$ cat src/rtl/core/thermal_guard_limit_governor_core_defines.svh
// ----------------------------------------------------------------------------
// Thermal guard governor assertion macros
// Shared concurrent assertion forms, clocked by clk and disabled in reset.
// ----------------------------------------------------------------------------
`ifndef THERMAL_GUARD_LIMIT_GOVERNOR_CORE_DEFINES_SVH
`define THERMAL_GUARD_LIMIT_GOVERNOR_CORE_DEFINES_SVH

// The consequent must hold in the same cycle as the antecedent.
`define TGLG_ASSERT_SAME(label, ante, cons, msg) \
	label: assert property (@(posedge clk) disable iff (!arst_n) (ante) |-> (cons)) \
		else $error(msg);

// The consequent must hold in the cycle after the antecedent.
`define TGLG_ASSERT_NEXT(label, ante, cons, msg) \
	label: assert property (@(posedge clk) disable iff (!arst_n) (ante) |=> (cons)) \
		else $error(msg);

`endif

$ cat src/rtl/core/tglg_pkg.sv
// ----------------------------------------------------------------------------
// Thermal guard governor package
// Shared types, codes and clamp helpers for the governor core.
// ----------------------------------------------------------------------------
package tglg_pkg;

	typedef enum logic [2:0] {
		CMD_SAMPLE    = 3'd0,
		CMD_POWER_REQ = 3'd1,
		CMD_FREQ_REQ  = 3'd2,
		CMD_ESTOP     = 3'd3,
		CMD_RESET     = 3'd4
	} tglg_cmd_t;

	typedef enum logic [2:0] {
		KIND_NONE      = 3'd0,
		KIND_CRITICAL  = 3'd1,
		KIND_ENGAGED   = 3'd2,
		KIND_RECOVERED = 3'd3,
		KIND_CAPPED    = 3'd4,
		KIND_CLAMPED   = 3'd5
	} tglg_kind_t;

	localparam logic [7:0] REG_CRITICAL_TEMP  = 8'd0;
	localparam logic [7:0] REG_THROTTLE_TEMP  = 8'd1;
	localparam logic [7:0] REG_RECOVER_TEMP   = 8'd2;
	localparam logic [7:0] REG_POWER_FLOOR    = 8'd3;
	localparam logic [7:0] REG_POWER_CEILING  = 8'd4;
	localparam logic [7:0] REG_THROTTLE_POWER = 8'd5;
	localparam logic [7:0] REG_FREQ_FLOOR     = 8'd6;
	localparam logic [7:0] REG_THROTTLE_FREQ  = 8'd7;

	localparam logic [13:0] POWER_LIMIT_RESET = 14'd3000;

	typedef struct packed {
		logic [10:0] critical_temp;
		logic [10:0] throttle_temp;
		logic [10:0] recover_temp;
		logic [13:0] power_floor;
		logic [13:0] power_ceiling;
		logic [13:0] throttle_power;
		logic [11:0] freq_floor;
		logic [11:0] throttle_freq;
	} tglg_cfg_t;

	typedef struct packed {
		logic [13:0] power_limit;
		logic [11:0] freq_limit;
		logic        guard;
		logic [15:0] event_total;
		logic [31:0] last_event_ms;
	} tglg_state_t;

	typedef struct packed {
		tglg_cmd_t          cmd;
		logic signed [11:0] temperature;
		logic [13:0]        power_request;
		logic [11:0]        freq_request;
		logic [31:0]        now_ms;
	} tglg_item_t;

	// Below the floor gives the floor, otherwise above the ceiling gives the ceiling.
	function automatic logic [13:0] clamp_power(input logic [13:0] v, input logic [13:0] lo,
		input logic [13:0] hi);
		logic [13:0] r;
		if (v < lo) r = lo;
		else if (v > hi) r = hi;
		else r = v;
		return r;
	endfunction

	function automatic logic [11:0] clamp_freq(input logic [11:0] v, input logic [11:0] lo,
		input logic [11:0] hi);
		logic [11:0] r;
		if (v < lo) r = lo;
		else if (v > hi) r = hi;
		else r = v;
		return r;
	endfunction

endpackage

$ cat src/rtl/core/tglg_step.sv
// ----------------------------------------------------------------------------
// Thermal guard governor step logic
// Next limits, guard, event count and event kind for one command.
// ----------------------------------------------------------------------------
module tglg_step #(
	parameter int unsigned FREQ_CEILING = 2500
) (
	input  tglg_pkg::tglg_cfg_t   cfg,
	input  tglg_pkg::tglg_state_t state,
	input  tglg_pkg::tglg_item_t  item,
	output tglg_pkg::tglg_state_t nxt,
	output tglg_pkg::tglg_kind_t  kind
);

	localparam logic [11:0] FreqCeil = 12'(FREQ_CEILING);

	logic        at_critical;
	logic        at_throttle;
	logic        below_recover;
	logic        count;
	logic [13:0] tpow_clamped;
	logic [13:0] preq_clamped;
	logic [11:0] freq_clamped;
	logic [15:0] total_inc;

	assign at_critical   = $signed(item.temperature) >= $signed({1'b0, cfg.critical_temp});
	assign at_throttle   = $signed(item.temperature) >= $signed({1'b0, cfg.throttle_temp});
	assign below_recover = $signed(item.temperature) < $signed({1'b0, cfg.recover_temp});
	assign tpow_clamped  = tglg_pkg::clamp_power(cfg.throttle_power, cfg.power_floor,
		cfg.power_ceiling);
	assign preq_clamped  = tglg_pkg::clamp_power(item.power_request, cfg.power_floor,
		cfg.power_ceiling);
	assign freq_clamped  = tglg_pkg::clamp_freq(item.freq_request, cfg.freq_floor, FreqCeil);
	// The counter saturates at all ones.
	assign total_inc     = (state.event_total != '1) ? state.event_total + 16'd1
		: state.event_total;

	always_comb begin
		nxt   = state;
		kind  = tglg_pkg::KIND_NONE;
		count = 1'b0;
		unique case (item.cmd)
			tglg_pkg::CMD_SAMPLE: begin
				if (at_critical) begin
					nxt.power_limit = cfg.power_floor;
					nxt.freq_limit  = cfg.freq_floor;
					nxt.guard       = 1'b1;
					count           = 1'b1;
					kind            = tglg_pkg::KIND_CRITICAL;
				end else begin
					if (at_throttle) begin
						if (!state.guard) begin
							nxt.guard = 1'b1;
							count     = 1'b1;
							kind      = tglg_pkg::KIND_ENGAGED;
						end
						nxt.power_limit = tpow_clamped;
					end
					// With recovery set above throttle, a sample may engage and release at once.
					if (nxt.guard && below_recover) begin
						nxt.guard = 1'b0;
						kind      = tglg_pkg::KIND_RECOVERED;
					end
				end
			end
			tglg_pkg::CMD_POWER_REQ: begin
				nxt.power_limit = preq_clamped;
				kind = (preq_clamped != item.power_request) ? tglg_pkg::KIND_CLAMPED
					: tglg_pkg::KIND_NONE;
				if (state.guard && (preq_clamped > cfg.throttle_power)) begin
					nxt.power_limit = cfg.throttle_power;
					kind            = tglg_pkg::KIND_CAPPED;
				end
			end
			tglg_pkg::CMD_FREQ_REQ: begin
				nxt.freq_limit = freq_clamped;
				kind = (freq_clamped != item.freq_request) ? tglg_pkg::KIND_CLAMPED
					: tglg_pkg::KIND_NONE;
				if (state.guard && (freq_clamped > cfg.throttle_freq)) begin
					nxt.freq_limit = cfg.throttle_freq;
					kind           = tglg_pkg::KIND_CAPPED;
				end
			end
			tglg_pkg::CMD_ESTOP: begin
				nxt.power_limit = cfg.power_floor;
				nxt.freq_limit  = cfg.freq_floor;
				nxt.guard       = 1'b1;
			end
			tglg_pkg::CMD_RESET: begin
				nxt.power_limit = cfg.power_ceiling;
				nxt.freq_limit  = FreqCeil;
				nxt.guard       = 1'b0;
			end
			default: begin
				nxt = state;
			end
		endcase
		if (count) begin
			nxt.event_total   = total_inc;
			nxt.last_event_ms = item.now_ms;
		end
	end

endmodule

$ cat src/rtl/core/thermal_guard_limit_governor_core.sv
// ----------------------------------------------------------------------------
// Thermal guard limit governor core
// Throttling governor with hysteresis over power and frequency limits.
// ----------------------------------------------------------------------------
// Usage: commands arrive on the s_* stream (command in s_tuser) and every
// command produces exactly one result item on the m_* stream, carrying the
// limits, guard flag, event count and last event time after that command,
// with the event kind in m_tuser.
// Each accepted item passes through the input register, then the step
// logic loads the result register and the governor state in the same
// edge. Throughput is one item per cycle while the receiver keeps up;
// the state feedback is a single compare-and-select pass between the
// input register and the state.
// When the receiver stalls, the result register holds and the input
// register still takes one more item; s_tready then drops until the
// result is taken. Configuration writes on the cfg_* channel are always
// ready and take effect at once; they are meant for idle periods.
// Reset loads the default thresholds, the power ceiling and frequency
// ceiling as limits, and clears the guard, counter and event time.
module thermal_guard_limit_governor_core #(
	parameter int unsigned FREQ_CEILING = 2500
) (
	input  logic        clk,
	input  logic        arst_n,
	input  logic        s_tvalid,
	output logic        s_tready,
	// [11:0] temperature, [25:12] power_request, [37:26] freq_request,
	// [69:38] now_ms, [71:70] zero
	input  logic [71:0] s_tdata,
	// [2:0] command
	input  logic [2:0]  s_tuser,
	output logic        m_tvalid,
	input  logic        m_tready,
	// [13:0] power_limit, [25:14] freq_limit, [26] guard_active,
	// [42:27] event_total, [74:43] last_event_ms, [79:75] zero
	output logic [79:0] m_tdata,
	// [2:0] event_kind
	output logic [2:0]  m_tuser,
	input  logic        cfg_valid,
	output logic        cfg_ready,
	input  logic [7:0]  cfg_index,
	input  logic [15:0] cfg_data
);

	`include "thermal_guard_limit_governor_core_defines.svh"

	localparam logic [11:0] FreqCeil = 12'(FREQ_CEILING);

	tglg_pkg::tglg_cfg_t   cfg_q;
	tglg_pkg::tglg_state_t state_q;
	tglg_pkg::tglg_state_t state_nxt;
	tglg_pkg::tglg_kind_t  kind_nxt;
	tglg_pkg::tglg_item_t  item_s1;
	logic                  valid_s1;
	tglg_pkg::tglg_state_t result_s2;
	tglg_pkg::tglg_kind_t  kind_s2;
	logic                  valid_s2;
	logic                  advance;

	// The input register moves on whenever the result register is empty or being drained.
	assign advance   = valid_s1 && (!valid_s2 || m_tready);
	assign s_tready  = !valid_s1 || advance;
	assign cfg_ready = 1'b1;

	always_ff @(posedge clk or negedge arst_n) begin
		if (!arst_n) begin
			cfg_q.critical_temp  <= 11'd900;
			cfg_q.throttle_temp  <= 11'd850;
			cfg_q.recover_temp   <= 11'd800;
			cfg_q.power_floor    <= 14'd500;
			cfg_q.power_ceiling  <= 14'd3000;
			cfg_q.throttle_power <= 14'd1250;
			cfg_q.freq_floor     <= 12'd200;
			cfg_q.throttle_freq  <= 12'd1350;
		end else if (cfg_valid && cfg_ready) begin
			unique case (cfg_index)
				tglg_pkg::REG_CRITICAL_TEMP:  cfg_q.critical_temp  <= cfg_data[10:0];
				tglg_pkg::REG_THROTTLE_TEMP:  cfg_q.throttle_temp  <= cfg_data[10:0];
				tglg_pkg::REG_RECOVER_TEMP:   cfg_q.recover_temp   <= cfg_data[10:0];
				tglg_pkg::REG_POWER_FLOOR:    cfg_q.power_floor    <= cfg_data[13:0];
				tglg_pkg::REG_POWER_CEILING:  cfg_q.power_ceiling  <= cfg_data[13:0];
				tglg_pkg::REG_THROTTLE_POWER: cfg_q.throttle_power <= cfg_data[13:0];
				tglg_pkg::REG_FREQ_FLOOR:     cfg_q.freq_floor     <= cfg_data[11:0];
				tglg_pkg::REG_THROTTLE_FREQ:  cfg_q.throttle_freq  <= cfg_data[11:0];
				default: begin
				end
			endcase
		end
	end

	// Input register.
	always_ff @(posedge clk or negedge arst_n) begin
		if (!arst_n) begin
			valid_s1 <= 1'b0;
		end else if (s_tready) begin
			valid_s1 <= s_tvalid;
		end
	end

	always_ff @(posedge clk) begin
		if (s_tvalid && s_tready) begin
			item_s1.cmd           <= tglg_pkg::tglg_cmd_t'(s_tuser);
			item_s1.temperature   <= s_tdata[11:0];
			item_s1.power_request <= s_tdata[25:12];
			item_s1.freq_request  <= s_tdata[37:26];
			item_s1.now_ms        <= s_tdata[69:38];
		end
	end

	tglg_step #(
		.FREQ_CEILING(FREQ_CEILING)
	) u_step (
		.cfg  (cfg_q),
		.state(state_q),
		.item (item_s1),
		.nxt  (state_nxt),
		.kind (kind_nxt)
	);

	// Governor state commits together with the result register.
	always_ff @(posedge clk or negedge arst_n) begin
		if (!arst_n) begin
			state_q.power_limit   <= tglg_pkg::POWER_LIMIT_RESET;
			state_q.freq_limit    <= FreqCeil;
			state_q.guard         <= 1'b0;
			state_q.event_total   <= '0;
			state_q.last_event_ms <= '0;
		end else if (advance) begin
			state_q <= state_nxt;
		end
	end

	always_ff @(posedge clk or negedge arst_n) begin
		if (!arst_n) begin
			valid_s2 <= 1'b0;
		end else if (advance) begin
			valid_s2 <= 1'b1;
		end else if (m_tready) begin
			valid_s2 <= 1'b0;
		end
	end

	always_ff @(posedge clk) begin
		if (advance) begin
			result_s2 <= state_nxt;
			kind_s2   <= kind_nxt;
		end
	end

	assign m_tvalid = valid_s2;
	assign m_tdata  = {5'b0, result_s2.last_event_ms, result_s2.event_total,
		result_s2.guard, result_s2.freq_limit, result_s2.power_limit};
	assign m_tuser  = kind_s2;

	// Counted events never make the total go down.
	`TGLG_ASSERT_NEXT(a_total_monotonic, 1'b1, state_q.event_total >= $past(state_q.event_total), "event total decreased")
	// Only a sample or a reset command may release the guard.
	`TGLG_ASSERT_SAME(a_guard_release, advance && state_q.guard && !state_nxt.guard, item_s1.cmd == tglg_pkg::CMD_SAMPLE || item_s1.cmd == tglg_pkg::CMD_RESET, "guard released by wrong command")
	// A critical or engage event records the item time.
	`TGLG_ASSERT_SAME(a_event_time, advance && (kind_nxt == tglg_pkg::KIND_CRITICAL || kind_nxt == tglg_pkg::KIND_ENGAGED), state_nxt.last_event_ms == item_s1.now_ms, "event time not recorded")
	// A held input item must not be overwritten.
	`TGLG_ASSERT_SAME(a_input_hold, valid_s1 && !advance, !s_tready, "input register overwritten while stalled")

endmodule

$ cat config.mk
export PLATFORM = sky130hd
export DESIGN_NAME = thermal_guard_limit_governor_core
export DESIGN_NICKNAME = d
export VERILOG_FILES = /design/src/rtl/core/tglg_pkg.sv /design/src/rtl/core/tglg_step.sv /design/src/rtl/core/thermal_guard_limit_governor_core.sv
export VERILOG_INCLUDE_DIRS = /design/src /design/src/rtl/core
export SDC_FILE = /design/constraint.sdc
export NUM_CORES = 1
export LEC_CHECK = 0
export BUFFER_PORTS_ARGS = -buffer_cell sky130_fd_sc_hd__buf_4
export CORE_MARGIN = 3
export CORE_UTILIZATION = 60
export CTS_BUF_LIST = sky130_fd_sc_hd__clkbuf_4 sky130_fd_sc_hd__clkbuf_8 sky130_fd_sc_hd__clkbuf_16
export CTS_CLUSTER_DIAMETER = 200
export CTS_CLUSTER_SIZE = 10
export DETAILED_ROUTE_END_ITERATION = 8
export PLACE_DENSITY = 0.78
export RECOVER_POWER = 25
export SYNTH_ARGS = -nofsm -noshare
export SYNTH_HDL_FRONTEND = slang
export SYNTH_SLANG_ARGS = --single-unit
$ cat constraint.sdc
create_clock -name clk -period 5 [get_ports clk]
set_input_delay 0.75 -clock clk [delete_from_list [all_inputs] [get_ports clk]]
set_output_delay 0.75 -clock clk [all_outputs]
set_load 0.05 [all_outputs]
==> out/results.ini <==
[status]
status = finished, violations left
violations = max-capacitance violations, max-slew violations

[placement]
dp_hpwl_mm = 35.38
io_buffers = 179
gp_congestion = 0.9873

[sta]
finalHoldViolations = 0
setup_viol = 0
fmax_mhz = 202.3
period_share_pct = 98.87
period_minus_slack_ns = 4.943
relSlewSlack_pct = -61.01
slew_violations = 88
max_slew.worst_pin.slew_ns = 2.415
rsz0062_at_grt = true
holdWs_ns = 0.4134
finalClockSkew_ns = 0.01834

[yosys]
synth_cells = 1669
ys_ff_latch = 327
synth_edf_count = 151
ys.flop_type = edfxtp_1
syn_area_per_cell_sq_um = 10.72
synth_top_cell_by_area = edfxtp_1
synthTopCellsByCount = nand2_1, edfxtp_1, dfrtp_1
synthesis.area_sq_um = 17890
yosysTopAreaCellShare_pct = 25.35
yosys_warnings = 0
synth_cell_types = 71
yosysMostFrequentCell = nand2_1
ys_async_sr_fraction_pct = 53.82
netlist_top_cells_area = edfxtp_1, dfrtp_1, ha_1
ys_seq_area_share_pct = 50.32

[clocking]
cts_tree = yes
clock_sinks = 327
numCtsBuffers = 38
cts_max_level = 2
clk_path_buf_depth = 3
ctsHoldBuffers = 0
cts_root_buf = clkbuf_16
cts.clk_slew.worst_paths_ns = 0.07
clk_latency_ns = 0.52

[setup_path]
crit_type = flop to flop
path_max_fanout = 6
crit_required_ns = 5.28
crit_start = cfg_q[56]$_DFFE_PN1P_
r2r_start = cfg_q[56]$_DFFE_PN1P_
crit_arrival_ns = 5.22
crit_path_end_kind = flop
cp-start-kind = flop

[floorplan]
ios = 190
die_y_um = 178.7
dieArea_sq_um = 31920
initial_core_util_pct = 61.65
die_w_um = 178.7
core_region_area_sq_um = 29010
rows = 62

[pwr]
power_switching_mw = 2.149
p_clk_share_pct = 35.3
total_power_mw = 7.478
peakVddDrop_uv = 379.4
combPwrFrac_pct = 21.3
swShare_pct = 28.74
p_int_mw = 5.329
p_seq_share_pct = 43.4
p_leak_nw = 9.877
p_per_area_nw_per_um2 = 340.1

[detailed_routing]
drtIter0Drc = 1294
vias = 14478
vias_per_cell = 6.132
ant_nets = 0
routedWlPerCell_um = 21.19
drc = 0
drt_wl_total_mm = 50.03
firstDrtPassIters = 6

[grt]
grt_max_degree = 88
grt_pass1_vias = 14089
grt_pass1_wl_mm = 76.16
grt-ovfl-total = 0
track_usage_pct = 30.64
antenna_found_initial = 1

[worst_hold_path]
worstHoldStart = s_tdata[17]
min_path_type = primary input to flop

[cells_and_area]
multi_input_area_sq_um = 8532
regArea_sq_um = 9001
nets = 2177
synthToLayoutAreaGrowth_pct = 22.92
antenna_cells = 0
fillCellCount = 2007
drive_above_1_share_pct = 29.64

[flow_run]
cap_violations = 1

cell usage in the layout, fill, tap and decap left out, drive strengths merged, types with 25 or more instances in the layout:
master and n:
nor3 25, clkbuf 142, dfrtp 126, nand2 219
a21oi 99, nand2b 30, inv 108, o21ai 120
a21o 26, dfstp 50, xor2 31, edfxtp 151
nand3 33, mux2 99, xnor2 25, buf 235
nor2 65, mux2i 26, ha 124
per-layer routing:
layer | GRT usage [%] | part of all wire [%] | vias up
met2 | 51.37 | 48 | 651
met3 | 3.727 | 6.8 | 168
li1 | - | - | 6636
met5 | 0 | 0 | -
met4 | 11.95 | 4.5 | 0
met1 | 40.95 | 40 | 7023
final cells by class:
cell class / count / share of cell area, %
Clock buffer: 66 / 5.281
Clock inverter: 2 / 0.09674
Inverter: 109 / 1.867
Multi-Input combinational cell: 1162 / 38.81
Sequential cell: 327 / 40.94
Tap cell: 384 / 2.185
Timing Repair Buffer: 311 / 10.82
sequential cells by signal, summed over array words and instances, names as in the netlist:
signal,flops
cfg_q,99
m_tdata,75
state_q,75
item_s1,73
m_tuser,3
m_tvalid,1
valid_s1,1
per-stage QoR:
step / setup TNS [ns] / setup WS (ns) / std cells / area (sq um) / utilization [%]
floorplan: 0 / 0.3935 / 1673 / 17900 / -
global placement: -0.003001 / -0.002992 / 2278 / 20360 / 70.17
detailed placement: -0.9855 / -0.1527 / 2278 / 20360 / 70.17
CTS: 0 / 0.003169 / 2346 / 21590 / 74.40
global route: -0.4552 / -0.07426 / 2361 / 21990 / 75.78
finish: 0 / 0.05651 / 2361 / 21990 / 75.78
power by group through the flow:
stage                     sequential (mW)  clock, mW  combinational, mW
final                                3.25       2.64               1.59
after global routing                 3.27       2.77               1.71
after CTS                            3.24       2.66               1.50
after detailed placement             3.29          0               1.48
after global placement               3.28          0               1.44
after floorplan                      3.47          0              0.743
kinds of logic after synthesis:
family / share of synthesized area, %
mux: 7.687
simple gates: 11.62
buf+inv: 4.120
fa+ha+maj: 8.674
xor+xnor: 2.742
other cells: 0.04199
flops: 50.32
compound gates: 14.79
what timing repair did:
item | CTS | global route
gates resized for setup | 7 | 50
buffers inserted | 0 | 14
cloned | 0 | 1
pin swaps | 1 | 23
setup endpoints to repair | 10 | 31
worst max-delay path, cell delays in order (launching register included):
cell and delay, ns:
dfstp_2 0.54, inv_1 0.06, ha_1 0.31, a21o_1 0.19
a221oi_2 0.29, buf_4 0.16, o21ai_1 0.10, a211o_2 0.43
buf_4 0.19, a32oi_4 0.30, ha_4 0.19, nand4_1 0.14
buf_4 0.19, o41ai_4 0.35, or3_4 0.20, a31oi_4 0.06
a221o_1 0.36, a21oi_2 0.15, buf_4 0.14, o21ai_0 0.11
o22a_1 0.24
worst paths after layout:
check                                          endpoint  slack, ns  depth (start not counted)
worst max-delay path              m_tdata[11]$_DFFE_PP_       0.06                         20
worst min register to register  state_q[25]$_DFFE_PN0P_       0.47                          2
worst min-delay path              item_s1[49]$_DFFE_PP_       0.41                          1
min in group asynchronous         cfg_q[50]$_DFFE_PN0P_       0.88                          1
worst max register to register    m_tdata[11]$_DFFE_PP_       0.06                         20
max in group asynchronous        state_q[8]$_DFFE_PN0P_       1.90                          2
No activity file was read; power rests on OpenSTA's default activity.
